File: config.mk
export PLATFORM = sky130hd
export DESIGN_NAME = platform_interrupt_controller_top
export DESIGN_NICKNAME = d
export VERILOG_FILES = /design/src/sv/pic_pkg.sv /design/src/sv/pic_ram.sv /design/src/sv/pic_decode.sv /design/src/sv/pic_select.sv /design/src/sv/platform_interrupt_controller_top.sv
export SDC_FILE = /design/constraint.sdc
export NUM_CORES = 1
export LEC_CHECK = 0
export BUFFER_PORTS_ARGS = -buffer_cell sky130_fd_sc_hd__buf_2
export CAP_MARGIN = 20
export CORE_ASPECT_RATIO = 1.1
export CORE_MARGIN = 1.5
export CORE_UTILIZATION = 55
export CTS_CLUSTER_SIZE = 30
export DETAILED_ROUTE_END_ITERATION = 6
export PLACE_DENSITY = 0.76
export SLEW_MARGIN = 20
export SYNTH_ARGS = -nofsm -noshare
export SYNTH_HDL_FRONTEND = slang
export SYNTH_SLANG_ARGS = --single-unit
File: constraint.sdc
create_clock -name clk -period 11.6 [get_ports clk]
set_input_delay 1.74 -clock clk [delete_from_list [all_inputs] [get_ports clk]]
set_output_delay 1.74 -clock clk [all_outputs]
set_load 0.01 [all_outputs]
File: src/sv/pic_pkg.sv
// Shared types and constants of the platform interrupt controller.
package pic_pkg;

    // Stream payload widths (bytes rounded up)
    localparam int S_TDATA_W = 72;
    localparam int M_TDATA_W = 48;

    localparam int ADDR_W      = 26;
    localparam int DATA_W      = 32;
    localparam int SRC_FIELD_W = 5;
    localparam int CLAIM_W     = 5;

    // Widest decoded index fields: ids up to 1023, words up to 31, contexts up to 15
    localparam int ID_FIELD_W   = 10;
    localparam int WORD_FIELD_W = 5;
    localparam int CTX_FIELD_W  = 4;

    // 4 KiB pages of the register map (address bits 25:12)
    localparam logic [13:0] PAGE_PRIO     = 14'h000;
    localparam logic [13:0] PAGE_PEND     = 14'h001;
    localparam logic [13:0] PAGE_ENAB     = 14'h002;
    localparam logic [13:0] CTX_PAGE_BASE = 14'h200;

    // Word offsets inside a context page
    localparam logic [9:0] OFF_THRESHOLD = 10'd0;
    localparam logic [9:0] OFF_CLAIM     = 10'd1;

    typedef enum logic [1:0] {
        CMD_READ  = 2'd0,
        CMD_WRITE = 2'd1,
        CMD_RAISE = 2'd2,
        CMD_NOP   = 2'd3
    } cmd_t;

    typedef enum logic [2:0] {
        ACC_NONE,
        ACC_ZERO,
        ACC_PRIO,
        ACC_PEND,
        ACC_ENAB,
        ACC_THR,
        ACC_CLAIM,
        ACC_RAISE
    } acc_kind_t;

    typedef struct packed {
        acc_kind_t                kind;
        logic                     bad;
        logic                     wr;
        logic [ID_FIELD_W-1:0]    id;
        logic [WORD_FIELD_W-1:0]  word;
        logic [CTX_FIELD_W-1:0]   ctx;
        logic [SRC_FIELD_W-1:0]   bit_pos;
    } acc_dec_t;

    typedef struct packed {
        logic clear;
        logic valid;
    } scan_ctl_t;

endpackage

File: src/sv/pic_ram.sv
// Single-port-write, single-port-read synchronous RAM with registered read data.
module pic_ram #(
    parameter int WIDTH = 8,
    parameter int DEPTH = 32
) (
    input  logic                                 clk,
    input  logic                                 we,
    input  logic [(DEPTH > 1 ? $clog2(DEPTH) : 1)-1:0] waddr,
    input  logic [WIDTH-1:0]                     wdata,
    input  logic [(DEPTH > 1 ? $clog2(DEPTH) : 1)-1:0] raddr,
    output logic [WIDTH-1:0]                     rdata
);

    logic [WIDTH-1:0] mem [DEPTH];

    always_ff @(posedge clk)
    begin
        if (we)
        begin
            mem[waddr] <= wdata;
        end
        rdata <= mem[raddr];
    end

endmodule

File: src/sv/pic_decode.sv
// Address and command decoder for bus accesses and source raises.
module pic_decode #(
    parameter int NUM_SOURCES  = 32,
    parameter int NUM_CONTEXTS = 2
) (
    input  logic [1:0]                     command,
    input  logic [pic_pkg::ADDR_W-1:0]     address,
    input  logic [pic_pkg::SRC_FIELD_W-1:0] source_id,
    output pic_pkg::acc_dec_t              dec
);

    localparam int NUM_WORDS = (NUM_SOURCES + 31) / 32;

    logic [13:0] page;
    logic [9:0]  word_off;
    logic [13:0] ctx_page;

    assign page     = address[25:12];
    assign word_off = address[11:2];
    assign ctx_page = page - pic_pkg::CTX_PAGE_BASE;

    always_comb
    begin
        dec         = '0;
        dec.kind    = pic_pkg::ACC_NONE;
        dec.wr      = (command == pic_pkg::CMD_WRITE);
        case (command)
            pic_pkg::CMD_READ, pic_pkg::CMD_WRITE:
            begin
                if (page == pic_pkg::PAGE_PRIO)
                begin
                    if ({1'b0, word_off} >= 11'(NUM_SOURCES))
                    begin
                        dec.bad = 1'b1;
                    end
                    else if (word_off == 10'd0)
                    begin
                        dec.kind = pic_pkg::ACC_ZERO;
                    end
                    else
                    begin
                        dec.kind = pic_pkg::ACC_PRIO;
                        dec.id   = word_off;
                        dec.word = word_off[9:5];
                    end
                end
                else if (page == pic_pkg::PAGE_PEND)
                begin
                    if ({1'b0, word_off} < 11'(NUM_WORDS))
                    begin
                        dec.kind = pic_pkg::ACC_PEND;
                        dec.word = word_off[4:0];
                    end
                    else
                    begin
                        dec.bad = 1'b1;
                    end
                end
                else if (page == pic_pkg::PAGE_ENAB)
                begin
                    // context in bits 11:7, word in bits 6:2
                    if ((6'(address[11:7]) < 6'(NUM_CONTEXTS)) &&
                        (6'(address[6:2]) < 6'(NUM_WORDS)))
                    begin
                        dec.kind = pic_pkg::ACC_ENAB;
                        dec.ctx  = address[10:7];
                        dec.word = address[6:2];
                    end
                    else
                    begin
                        dec.bad = 1'b1;
                    end
                end
                else if (address[25:21] != 5'd0)
                begin
                    if (ctx_page < 14'(NUM_CONTEXTS))
                    begin
                        dec.ctx = ctx_page[3:0];
                        if (word_off == pic_pkg::OFF_THRESHOLD)
                        begin
                            dec.kind = pic_pkg::ACC_THR;
                        end
                        else if (word_off == pic_pkg::OFF_CLAIM)
                        begin
                            dec.kind = pic_pkg::ACC_CLAIM;
                        end
                        else
                        begin
                            dec.bad = 1'b1;
                        end
                    end
                    else
                    begin
                        dec.bad = 1'b1;
                    end
                end
                else
                begin
                    dec.bad = 1'b1;
                end
            end
            pic_pkg::CMD_RAISE:
            begin
                if ((source_id != 5'd0) && (11'(source_id) < 11'(NUM_SOURCES)))
                begin
                    dec.kind    = pic_pkg::ACC_RAISE;
                    dec.bit_pos = source_id;
                end
            end
            default:
            begin
                dec.kind = pic_pkg::ACC_NONE;
            end
        endcase
    end

endmodule

File: src/sv/pic_select.sv
// Per-context running best-source selection fed by the memory scan.
module pic_select #(
    parameter int NUM_CONTEXTS  = 2,
    parameter int SRC_W         = 5,
    parameter int PRIORITY_BITS = 3
) (
    input  logic                                         clk,
    input  logic                                         rst_n,
    input  pic_pkg::scan_ctl_t                           ctl,
    input  logic [SRC_W-1:0]                             id,
    input  logic [PRIORITY_BITS-1:0]                     prio,
    input  logic [NUM_CONTEXTS:0][31:0]                  row,
    input  logic [NUM_CONTEXTS-1:0][PRIORITY_BITS-1:0]   thr,
    output logic [NUM_CONTEXTS-1:0][SRC_W-1:0]           best
);

    logic [NUM_CONTEXTS-1:0][SRC_W-1:0]         best_reg;
    logic [NUM_CONTEXTS-1:0][PRIORITY_BITS-1:0] best_p_reg;
    logic [NUM_CONTEXTS-1:0]                    take;
    logic [4:0]                                 bit_sel;

    assign bit_sel = 5'(id);

    always_comb
    begin
        for (int c = 0; c < NUM_CONTEXTS; c++)
        begin
            // strict > keeps the lowest id on equal priority
            take[c] = ctl.valid && row[0][bit_sel] && row[c + 1][bit_sel] &&
                      (prio > thr[c]) &&
                      ((best_reg[c] == '0) || (prio > best_p_reg[c]));
        end
    end

    always_ff @(posedge clk or negedge rst_n)
    begin
        if (!rst_n)
        begin
            best_reg   <= '0;
            best_p_reg <= '0;
        end
        else if (ctl.clear)
        begin
            best_reg   <= '0;
            best_p_reg <= '0;
        end
        else
        begin
            for (int c = 0; c < NUM_CONTEXTS; c++)
            begin
                if (take[c])
                begin
                    best_reg[c]   <= id;
                    best_p_reg[c] <= prio;
                end
            end
        end
    end

    assign best = best_reg;

endmodule

File: src/sv/platform_interrupt_controller_top.sv
// Platform interrupt controller top level: FSM, register file access and scan control.
//
// Usage: one transaction on the s_axis side is a bus read, a bus write or a source
// raise; each yields exactly one transaction on the m_axis side with the read word,
// the bad-address flag and the claim and interrupt flag of contexts 0 and 1.
// Priorities live in one RAM (one entry per source); pending and enable words share
// a second RAM, one row per 32-source word holding the pending word and all context
// enable words. Thresholds and claims are flip-flops.
// Per item: ACCESS reads the addressed row, MODIFY writes it back, then SCAN steps
// through sources 1..NUM_SOURCES-1, one per cycle through both RAM read ports,
// then DRAIN and FINISH, which loads the output register. A new item is accepted
// only in IDLE, after the previous one has left FINISH; while m_axis does not
// stall, the scan length sets the rate.
// After reset the block clears both RAMs, one entry per cycle, in ST_CLEAR with
// s_axis_tready low. A result waiting on a stalled m_axis is held in
// the output register while the next item is accepted and processed; the block
// holds its finished result until the output register frees up.
module platform_interrupt_controller_top #(
    parameter int NUM_SOURCES   = 32,
    parameter int NUM_CONTEXTS  = 2,
    parameter int PRIORITY_BITS = 3
) (
    input  logic                            clk,
    input  logic                            rst_n,
    input  logic                            s_axis_tvalid,
    output logic                            s_axis_tready,
    // command[1:0], address[27:2], write_data[59:28], source_id[64:60], zero fill
    input  logic [pic_pkg::S_TDATA_W-1:0]   s_axis_tdata,
    output logic                            m_axis_tvalid,
    input  logic                            m_axis_tready,
    // read_data[31:0], bad_address[32], claim_machine[37:33],
    // claim_supervisor[42:38], irq_machine[43], irq_supervisor[44], zero fill
    output logic [pic_pkg::M_TDATA_W-1:0]   m_axis_tdata
);

    localparam int NUM_WORDS = (NUM_SOURCES + 31) / 32;
    localparam int SRC_W     = $clog2(NUM_SOURCES);
    localparam int WORD_W    = NUM_WORDS > 1 ? $clog2(NUM_WORDS) : 1;
    localparam int CTX_W     = NUM_CONTEXTS > 1 ? $clog2(NUM_CONTEXTS) : 1;
    localparam int ROW_W     = 32 * (NUM_CONTEXTS + 1);

    typedef enum logic [2:0] {
        ST_CLEAR,
        ST_IDLE,
        ST_ACCESS,
        ST_MODIFY,
        ST_SCAN,
        ST_DRAIN,
        ST_FINISH
    } state_t;

    state_t                                     state_reg;
    pic_pkg::acc_dec_t                          dec;
    pic_pkg::acc_dec_t                          dec_reg;
    logic [31:0]                                wdata_reg;
    logic [SRC_W-1:0]                           clr_cnt_reg;
    logic [SRC_W-1:0]                           scan_id_reg;
    logic [SRC_W-1:0]                           scan_did_reg;
    logic                                       scan_vld_reg;
    logic [31:0]                                rd_data_reg;
    logic [NUM_CONTEXTS-1:0][PRIORITY_BITS-1:0] thr_reg;
    logic [NUM_CONTEXTS-1:0][SRC_W-1:0]         claim_reg;
    logic                                       m_valid_reg;
    logic [pic_pkg::M_TDATA_W-1:0]              m_data_reg;

    // memory ports
    logic                       prio_we;
    logic [SRC_W-1:0]           prio_waddr;
    logic [PRIORITY_BITS-1:0]   prio_wdata;
    logic [SRC_W-1:0]           prio_raddr;
    logic [PRIORITY_BITS-1:0]   prio_q;
    logic                       row_we;
    logic [WORD_W-1:0]          row_waddr;
    logic [NUM_CONTEXTS:0][31:0] row_wdata;
    logic [WORD_W-1:0]          row_raddr;
    logic [NUM_CONTEXTS:0][31:0] row_q;

    logic [CTX_W-1:0]           ctx_i;
    logic [CTX_W:0]             slot;
    logic [31:0]                mask;
    logic [31:0]                rd_comb;
    pic_pkg::scan_ctl_t         scan_ctl;
    logic [NUM_CONTEXTS-1:0][SRC_W-1:0] best;
    logic [SRC_W-1:0]           best0;
    logic [SRC_W-1:0]           best1;
    logic                       out_free;

    // bits of word w that belong to real sources
    function automatic logic [31:0] word_mask(input logic [4:0] w);
        logic [31:0] m;
        logic [10:0] id;
        m = '0;
        for (int b = 0; b < 32; b++)
        begin
            id   = {1'b0, w, 5'(b)};
            m[b] = (id != 11'd0) && (id < 11'(NUM_SOURCES));
        end
        return m;
    endfunction

    pic_decode #(
        .NUM_SOURCES  (NUM_SOURCES),
        .NUM_CONTEXTS (NUM_CONTEXTS)
    ) u_decode (
        .command   (s_axis_tdata[1:0]),
        .address   (s_axis_tdata[27:2]),
        .source_id (s_axis_tdata[64:60]),
        .dec       (dec)
    );

    pic_ram #(
        .WIDTH (PRIORITY_BITS),
        .DEPTH (NUM_SOURCES)
    ) u_prio_ram (
        .clk   (clk),
        .we    (prio_we),
        .waddr (prio_waddr),
        .wdata (prio_wdata),
        .raddr (prio_raddr),
        .rdata (prio_q)
    );

    pic_ram #(
        .WIDTH (ROW_W),
        .DEPTH (NUM_WORDS)
    ) u_row_ram (
        .clk   (clk),
        .we    (row_we),
        .waddr (row_waddr),
        .wdata (row_wdata),
        .raddr (row_raddr),
        .rdata (row_q)
    );

    assign scan_ctl.clear = (state_reg == ST_MODIFY);
    assign scan_ctl.valid = scan_vld_reg;

    pic_select #(
        .NUM_CONTEXTS  (NUM_CONTEXTS),
        .SRC_W         (SRC_W),
        .PRIORITY_BITS (PRIORITY_BITS)
    ) u_select (
        .clk   (clk),
        .rst_n (rst_n),
        .ctl   (scan_ctl),
        .id    (scan_did_reg),
        .prio  (prio_q),
        .row   (row_q),
        .thr   (thr_reg),
        .best  (best)
    );

    assign ctx_i = dec_reg.ctx[CTX_W-1:0];
    assign slot  = (CTX_W + 1)'(ctx_i) + 1'b1;
    assign mask  = word_mask(dec_reg.word);

    // memory port steering; the scan starts only after the write-back edge,
    // so no forwarding is needed
    always_comb
    begin
        prio_we    = 1'b0;
        prio_waddr = dec_reg.id[SRC_W-1:0];
        prio_wdata = wdata_reg[PRIORITY_BITS-1:0];
        prio_raddr = scan_id_reg;
        row_we     = 1'b0;
        row_waddr  = dec_reg.word[WORD_W-1:0];
        row_wdata  = row_q;
        row_raddr  = WORD_W'(scan_id_reg >> 5);
        case (state_reg)
            ST_CLEAR:
            begin
                prio_we    = 1'b1;
                prio_waddr = clr_cnt_reg;
                prio_wdata = '0;
                row_we     = ({1'b0, clr_cnt_reg} < (SRC_W + 1)'(NUM_WORDS));
                row_waddr  = WORD_W'(clr_cnt_reg);
                row_wdata  = '0;
            end
            ST_ACCESS:
            begin
                prio_raddr = dec_reg.id[SRC_W-1:0];
                row_raddr  = dec_reg.word[WORD_W-1:0];
            end
            ST_MODIFY:
            begin
                prio_we = (dec_reg.kind == pic_pkg::ACC_PRIO) && dec_reg.wr;
                case (dec_reg.kind)
                    pic_pkg::ACC_PEND:
                    begin
                        row_we       = dec_reg.wr;
                        row_wdata[0] = wdata_reg & mask;
                    end
                    pic_pkg::ACC_ENAB:
                    begin
                        row_we          = dec_reg.wr;
                        row_wdata[slot] = wdata_reg & mask;
                    end
                    pic_pkg::ACC_RAISE:
                    begin
                        row_we                        = 1'b1;
                        row_wdata[0][dec_reg.bit_pos] = 1'b1;
                    end
                    default:
                    begin
                        row_we = 1'b0;
                    end
                endcase
            end
            default:
            begin
                prio_we = 1'b0;
            end
        endcase
    end

    always_comb
    begin
        case (dec_reg.kind)
            pic_pkg::ACC_PRIO:  rd_comb = 32'(prio_q);
            pic_pkg::ACC_PEND:  rd_comb = row_q[0];
            pic_pkg::ACC_ENAB:  rd_comb = row_q[slot];
            pic_pkg::ACC_THR:   rd_comb = 32'(thr_reg[ctx_i]);
            pic_pkg::ACC_CLAIM: rd_comb = 32'(claim_reg[ctx_i]);
            default:            rd_comb = '0;
        endcase
        if (dec_reg.wr)
        begin
            rd_comb = '0;
        end
    end

    assign best0    = best[0];
    assign best1    = (NUM_CONTEXTS > 1) ? best[NUM_CONTEXTS > 1 ? 1 : 0] : '0;
    assign out_free = !m_valid_reg || m_axis_tready;

    always_ff @(posedge clk or negedge rst_n)
    begin
        if (!rst_n)
        begin
            state_reg    <= ST_CLEAR;
            dec_reg      <= '0;
            wdata_reg    <= '0;
            clr_cnt_reg  <= '0;
            scan_id_reg  <= '0;
            scan_did_reg <= '0;
            scan_vld_reg <= 1'b0;
            rd_data_reg  <= '0;
            thr_reg      <= '0;
            claim_reg    <= '0;
            m_valid_reg  <= 1'b0;
            m_data_reg   <= '0;
        end
        else
        begin
            scan_vld_reg <= (state_reg == ST_SCAN);
            // in finish, a free output register is refilled below instead
            if (m_valid_reg && m_axis_tready && (state_reg != ST_FINISH))
            begin
                m_valid_reg <= 1'b0;
            end
            case (state_reg)
                ST_CLEAR:
                begin
                    clr_cnt_reg <= clr_cnt_reg + 1'b1;
                    if (clr_cnt_reg == SRC_W'(NUM_SOURCES - 1))
                    begin
                        state_reg <= ST_IDLE;
                    end
                end
                ST_IDLE:
                begin
                    if (s_axis_tvalid)
                    begin
                        dec_reg   <= dec;
                        wdata_reg <= s_axis_tdata[59:28];
                        state_reg <= ST_ACCESS;
                    end
                end
                ST_ACCESS:
                begin
                    state_reg <= ST_MODIFY;
                end
                ST_MODIFY:
                begin
                    rd_data_reg <= rd_comb;
                    if ((dec_reg.kind == pic_pkg::ACC_THR) && dec_reg.wr)
                    begin
                        thr_reg[ctx_i] <= wdata_reg[PRIORITY_BITS-1:0];
                    end
                    scan_id_reg <= SRC_W'(1);
                    state_reg   <= ST_SCAN;
                end
                ST_SCAN:
                begin
                    scan_did_reg <= scan_id_reg;
                    if (scan_id_reg == SRC_W'(NUM_SOURCES - 1))
                    begin
                        state_reg <= ST_DRAIN;
                    end
                    else
                    begin
                        scan_id_reg <= scan_id_reg + 1'b1;
                    end
                end
                ST_DRAIN:
                begin
                    state_reg <= ST_FINISH;
                end
                ST_FINISH:
                begin
                    if (out_free)
                    begin
                        claim_reg   <= best;
                        m_valid_reg <= 1'b1;
                        m_data_reg  <= {3'b000,
                                        (best1 != '0),
                                        (best0 != '0),
                                        5'(best1),
                                        5'(best0),
                                        dec_reg.bad,
                                        rd_data_reg};
                        state_reg   <= ST_IDLE;
                    end
                end
                default:
                begin
                    state_reg <= ST_IDLE;
                end
            endcase
        end
    end

    assign s_axis_tready = (state_reg == ST_IDLE);
    assign m_axis_tvalid = m_valid_reg;
    assign m_axis_tdata  = m_data_reg;

    // an accepted transaction always starts the row read
    a_accept_to_access: assert property (@(posedge clk) disable iff (!rst_n)
        (s_axis_tvalid && s_axis_tready) |=> (state_reg == ST_ACCESS))
        else $error("accepted transaction did not start an access");

    // no RAM write while the scan reads it
    a_no_write_in_scan: assert property (@(posedge clk) disable iff (!rst_n)
        (state_reg == ST_SCAN || state_reg == ST_DRAIN) |-> (!prio_we && !row_we))
        else $error("RAM written during scan");

    // a new result only follows a completed scan
    a_result_after_scan: assert property (@(posedge clk) disable iff (!rst_n)
        (m_valid_reg && !$past(m_valid_reg)) |-> ($past(state_reg) == ST_FINISH))
        else $error("result raised outside finish");

    // the claim of context 0 only names existing sources
    a_claim_range: assert property (@(posedge clk) disable iff (!rst_n)
        ({1'b0, claim_reg[0]} < (SRC_W + 1)'(NUM_SOURCES)))
        else $error("claim beyond source count");

endmodule
==> metrics.cfg, run 1 <==
[clock_network]
cts_tree = yes
clockRootBuffer = clkbuf_16
holdBufCountCts = 0
cts_resized = 0
cts.clk_slew.worst_paths_ns = 0.07
h-tree-depth = 2
clock-sinks = 463
post_cts_buffers = 0
cts_buffer_depth = 3
numCtsBuffers = 44
clkLatencyLatePin_ns = 0.57

[setup_path]
cp_slowest_cell = buf_4
worstPathRequired_ns = 11.77
reg2reg_slack_ns = 7.76
worst-path-max-fanout = 83
cp_common_cell = buf_4
r2r-end = u_row_ram.mem[0][19]$_DFFE_PP_
critical_path.cell_chain = or3_2, buf_4, or3_1, o41ai_4, buf_4, buf_4
crit_type = reg2reg
cpPeakStageDelay_ns = 0.81
cp.arrival_ns = 4.01
end_kind = flip-flop
worst_r2r_path_depth = 6
startpoint_type = flip-flop
rr_startpoint = state_reg[1]$_DFFE_PN0P_

[routing]
drcViolationCount = 0
drt_wl_total_mm = 47.6
routedWlPerCell_um = 21.5
ant_nets = 0
first_iter_violations = 1632
viasPerCell = 6.16
vias = 13700
drt-pass1-iter-count = 7

[timing]
hold_viol = 0
finalMaxSlewViolations = 0
setup-tns-final_ns = 0
min_period_ns = 3.84
fin_ws_ns = 7.76
rsz0062_at_grt = no
setup_viol = 0
fmax_mhz = 260
fin_hold_ws_ns = 0.324
worst_pin_slew_ns = 1.10
slew_headroom_pct = 26.2
fin_crit_sh_pct = 33.1
finClkSkew_ns = 0.0287

[synthesis]
synth_top_cell_by_area = edfxtp_1
ys_warn_count = 0
synth_enable_flop_cells = 192
ys_ff_latch = 463
yosys.area.top_type_share_pct = 29.5
avgSynthCellArea_um2 = 11.7
synthCells = 1666
ys.flop_type = edfxtp_1
synthTopCellsByArea = edfxtp_1 (30%), dfrtp_1 (22%), dfxtp_1 (10%)
yosysSeqAreaShare_pct = 61.8
synth_area_um2 = 19500
async_flop_share_pct = 37.1
synthDistinctLibCells = 70

[floorplanning]
die_area_um2 = 36600
ios = 126
initial_utilization_pct = 55.7
rows = 72
die_w_um = 183
die_h_um = 201
core_area_um2 = 35000

[finish]
syn2layout_area_growth_pct = 11.7
antenna-diode-count = 0
top_regs = u_prio_ram.mem x96, u_row_ram.mem x96, u_row_ram.rdata x96
final_cell_count_no_fill = 2217
nets = 1830
drive_gt1_share_pct = 14.3

[placed_design]
dp_cells = 2135
place_ws_ns = 7.81
io_buffer_count = 113
place_hpwl_mm = 31.7
place_congestion = 0.859

[power_and_ir_drop]
p_per_area_nw_per_um2 = 252
power.leakage_nw = 9.32
worst_ir_drop_vdd_v = 0.000140

[global_routing]
grt_pass1_vias = 13100
grt_max_degree = 89
grt_first_pass_wirelength_mm = 74.6
overflow = 0
globalRouteTotalUtil_pct = 26.1
antenna_found_initial = 0

[run_status]
run_status = complete, no violations

[hold_path]
hold_class = reg2reg
holdPathEnd = u_row_ram.rdata[3]$_DFF_P_
min_path_cells = 0
worstHoldStart = u_row_ram.mem[0][3]$_DFFE_PP_

[job]
max-cap-violations = 0

==> synth_stat cells, types with 10 or more instances <==
cell      instances
mux2_1           31
a222oi_1         27
mux2i_1         134
o21ai_0          24
nand3b_1         13
nor2b_1          12
clkbuf_1         74
a22oi_1          18
ha_1             17
nand2b_1         11
o22ai_1          14
nor2_1           88
buf_2            14
inv_1            16
and2_1           10
nand3_1          80
o21ai_1         122
nand2_1         293
dfrtp_1         172
edfxtp_1        192
a21oi_1          15
a221oi_1         31
dfxtp_1          99
mux2_2           23
==> layer usage <==
metal	global-route usage (%)	vias up	part of all wire, %
li1	-	6233	-
met1	35.4	6723	41
met2	42.8	587	48
met3	3.85	119	6.5
met4	10.1	0	4.1
met5	0	-	0
==> layout make-up <==
class,count,area (um^2)
multi-input cells,1078,6970
flip-flops and latches,463,12100
clock inverters,25,254
repair buffers,133,722
well taps,444,556
inverters,17,63.8
clock buffers,57,1190
fillers,2651,13200
==> stage by stage <==
stage	area, um^2	power [W]	utilization, %
finish	21800	0.00549	62.2
global route	21800	0.00575	62.2
CTS	21800	0.00548	62.2
detailed placement	20400	0.00405	58.1
global placement	20400	0.00399	58.1
floorplan	19500	0.00354	-
==> worst max-delay path by stage <==
stage                                         from                              to  depth (start not counted)
after floorplan           state_reg[2]$_DFFE_PN0P_   u_row_ram.mem[0][0]$_DFFE_PP_                          4
after global placement    state_reg[1]$_DFFE_PN0P_  u_row_ram.mem[0][41]$_DFFE_PP_                          6
after detailed placement  state_reg[1]$_DFFE_PN0P_  u_row_ram.mem[0][40]$_DFFE_PP_                          6
after CTS                 state_reg[1]$_DFFE_PN0P_  u_row_ram.mem[0][43]$_DFFE_PP_                          6
after global routing      state_reg[1]$_DFFE_PN0P_  u_row_ram.mem[0][40]$_DFFE_PP_                          6
final                     state_reg[1]$_DFFE_PN0P_  u_row_ram.mem[0][19]$_DFFE_PP_                          6
==> logic make-up (layout without fill, tap and decap cells) <==
| group | Yosys count | in the layout | synth area share (%) |
|---|---|---|---|
| fa+ha+maj | 17 | 17 | 1.09 |
| mux | 196 | 196 | 11.0 |
| flops | 463 | 463 | 61.8 |
| compound gates | 283 | 283 | 9.43 |
| buf+inv | 127 | 232 | 3.05 |
| simple gates | 573 | 573 | 13.4 |
| other cells | 1 | 3 | 0.0192 |
| xor+xnor | 6 | 6 | 0.269 |
==> power breakdown <==
part           switching, W  total, W  internal (W)  leakage [nW]
combinational       0.00100   0.00159      0.000583          3.73
clock              0.000614   0.00143      0.000820         0.704
sequential         0.000316   0.00247       0.00215          4.89
==> worst max-delay path: cells and delay by family, from the launching register on <==
kind	cells	cell delay [ns]
DFF	1	0.53
and+or+nand+nor	2	1.01
AOI/OAI and AO/OA	1	0.21
buffers and inverters	3	1.59
==> layout by cell type (no fill, tap or decap), types with 31 or more instances in the layout <==
cell type / Yosys / layout
mux2i_1: 134 / 132
dfxtp_1: 99 / 99
dfrtp_1: 172 / 171
nor2_1: 88 / 85
a221oi_1: 31 / 31
nand3_1: 80 / 80
edfxtp_1: 192 / 192
o21ai_1: 122 / 122
buf_2: 14 / 112
mux2_1: 31 / 31
clkbuf_16: 1 / 45
nand2_1: 293 / 290
Note: power is estimated with default switching activity, not from simulation.
==> run 2: changes to the inputs <==
--- a/config.mk
+++ b/config.mk
@@ -9,10 +9,10 @@
 export CAP_MARGIN = 20
 export CORE_ASPECT_RATIO = 1.1
 export CORE_MARGIN = 1.5
-export CORE_UTILIZATION = 55
+export CORE_UTILIZATION = 60
 export CTS_CLUSTER_SIZE = 30
 export DETAILED_ROUTE_END_ITERATION = 6
-export PLACE_DENSITY = 0.76
+export PLACE_DENSITY = 0.79
 export SLEW_MARGIN = 20
 export SYNTH_ARGS = -nofsm -noshare
 export SYNTH_HDL_FRONTEND = slang
==> constraint.sdc (replaced) <==
create_clock -name clk -period 3.8 [get_ports clk]
set_input_delay 0.57 -clock clk [delete_from_list [all_inputs] [get_ports clk]]
set_output_delay 0.57 -clock clk [all_outputs]
set_load 0.01 [all_outputs]
==> metrics.cfg, run 2 (synthesis results as in run 1) <==
[timing]
fmax_mhz = 330
hold_viol = 0
setup-tns-final_ns = 0
setup_viol = 0
min_period_ns = 3.03
rsz0062_at_grt = no
finalMaxSlewViolations = 0
worst_pin_slew_ns = 1.01
fin_crit_sh_pct = 79.7
slew_headroom_pct = 32.0
finClkSkew_ns = 0.0139

[global_routing]
grt_max_degree = 97
grt_pass1_vias = 13500
grt_first_pass_wirelength_mm = 75.2
globalRouteTotalUtil_pct = 29.1
antenna_found_initial = 0
overflow = 0

[finish]
nets = 1843
syn2layout_area_growth_pct = 12.1
final_common_cell = nand2_1
seq_area_um2 = 12100
fillers = 2299
final_cell_mix = nand2_1 (290), edfxtp_1 (192), dfrtp_1 (171), mux2i_1 (132), o21ai_1 (122)
multi_input_area_um2 = 6950
antenna-diode-count = 0
final_cell_area_um2 = 21900
top_regs = u_prio_ram.mem x96, u_row_ram.mem x96, u_row_ram.rdata x96
drive_gt1_share_pct = 15.1

[clock_network]
clock-sinks = 463
clkLatencyLatePin_ns = 0.55
cts_tree = yes
cts_resized = 0
cts_buffer_depth = 3
h-tree-depth = 2
holdBufCountCts = 0
post_cts_buffers = 0
cts.clk_slew.worst_paths_ns = 0.07
clockRootBuffer = clkbuf_16
numCtsBuffers = 43

[floorplanning]
die_h_um = 192
die_w_um = 175
rows = 69
initial_utilization_pct = 60.6
ios = 126
core_area_um2 = 32200
die_area_um2 = 33600

[setup_path]
worstPathRequired_ns = 4.19
startpoint_type = flip-flop
cp_slowest_cell = mux2i_4
end_kind = flip-flop
cp.arrival_ns = 3.41
crit_family = multiplexers
cp_common_cell = mux2i_1
path_buf_inv = 2
cpPeakStageDelay_ns = 0.64
worst-path-max-fanout = 20
crit_type = reg2reg
critical_path.cell_chain = nor3b_2, buf_4, mux2i_4, buf_12, mux2i_1, mux2i_1, o22ai_1, nor4_1

[routing]
routedWlPerCell_um = 21.9
drt-pass1-iter-count = 7
drcViolationCount = 0
drt-met1-wl_mm = 18.6
viasPerCell = 6.22
first_iter_violations = 1689
ant_nets = 0
vias = 13700
drt_wl_total_mm = 48.4
met2WireLength_mm = 24.4
wl_met3_mm = 2.75
top_layer = met4

[power_and_ir_drop]
switching_share_pct = 35.4
comb_power_share_pct = 29.6
power.leakage_nw = 9.41
worst_ir_drop_vdd_v = 0.000549
p_sw_w = 0.00592
p_int_w = 0.0108
p_per_area_nw_per_um2 = 764
power_frac_clock_pct = 25.3
seqPwrFrac_pct = 45.1

[placed_design]
io_buffer_count = 113
place_congestion = 0.911
place_hpwl_mm = 32.3
postPlaceCellArea_um2 = 20500

[run_status]
run_status = complete, no violations

[job]
max-cap-violations = 0

[hold_path]
hold_class = in2async

run 2: changes by cell type in the layout (fill, tap and decap cells not counted), moves of 5 or more:
cell / previous run / this run
buf_4: 20 / 29
clkbuf_1: 10 / 4
clkbuf_8: 2 / 8
buf_12: 0 / 5
run 2: power groups by stage:
stage	clock (W)	sequential, W	combinational, W
3_3_place_gp	0	0.00754	0.00465
4_1_cts	0.00426	0.00752	0.00491
5_1_grt	0.00447	0.00764	0.00540
2_1_floorplan	0	0.00715	0.00366
3_5_place_dp	0	0.00760	0.00486
6_report	0.00422	0.00755	0.00495
run 2: path summary, 6_finish.rpt:
check,from,to,slack [ns],cells past startpoint
hold reg to reg,u_row_ram.mem[0][17]$_DFFE_PP_,u_row_ram.rdata[17]$_DFF_P_,0.33,0
hold / removal,rst_n,m_axis_tdata[18]$_DFFE_PN0P_,0.03,1
max in group asynchronous,rst_n,dec_reg[25]$_DFFE_PN0P_,2.89,2
setup / recovery,state_reg[1]$_DFFE_PN0P_,u_prio_ram.rdata[2]$_DFF_P_,0.77,8
min in group clk,s_axis_tdata[46],wdata_reg[18]$_DFFE_PN0P_,0.21,3
setup reg to reg,state_reg[1]$_DFFE_PN0P_,u_prio_ram.rdata[2]$_DFF_P_,0.77,8
run 2: layout make-up:
type	instances	share of cell area, %
clock inverter	21	0.606
tap	426	2.44
inverter	17	0.292
multi-input combinational	1078	31.8
timing repair buffer	147	4.07
clock buffer	58	5.74
sequential	463	55.1
run 2: through the flow:
step	worst slack (ns)	hold WS, ns	total power [W]	cells	utilization [%]
final	0.771	0.0307	0.0167	2210	67.9
after detailed placement	0.834	0.327	0.0125	2131	63.6
after global placement	1.00	0.323	0.0122	2131	63.6
after CTS	0.813	0.0573	0.0167	2210	67.9
after floorplan	-1.03	0.274	0.0108	1668	-
after global routing	0.639	0.0878	0.0175	2210	67.9
run 2: layer usage:
layer	global-route usage [%]	up-vias
met3	3.66	151
met4	15.7	0
li1	-	6250
met5	0	-
met2	50.5	562
met1	35.7	6784
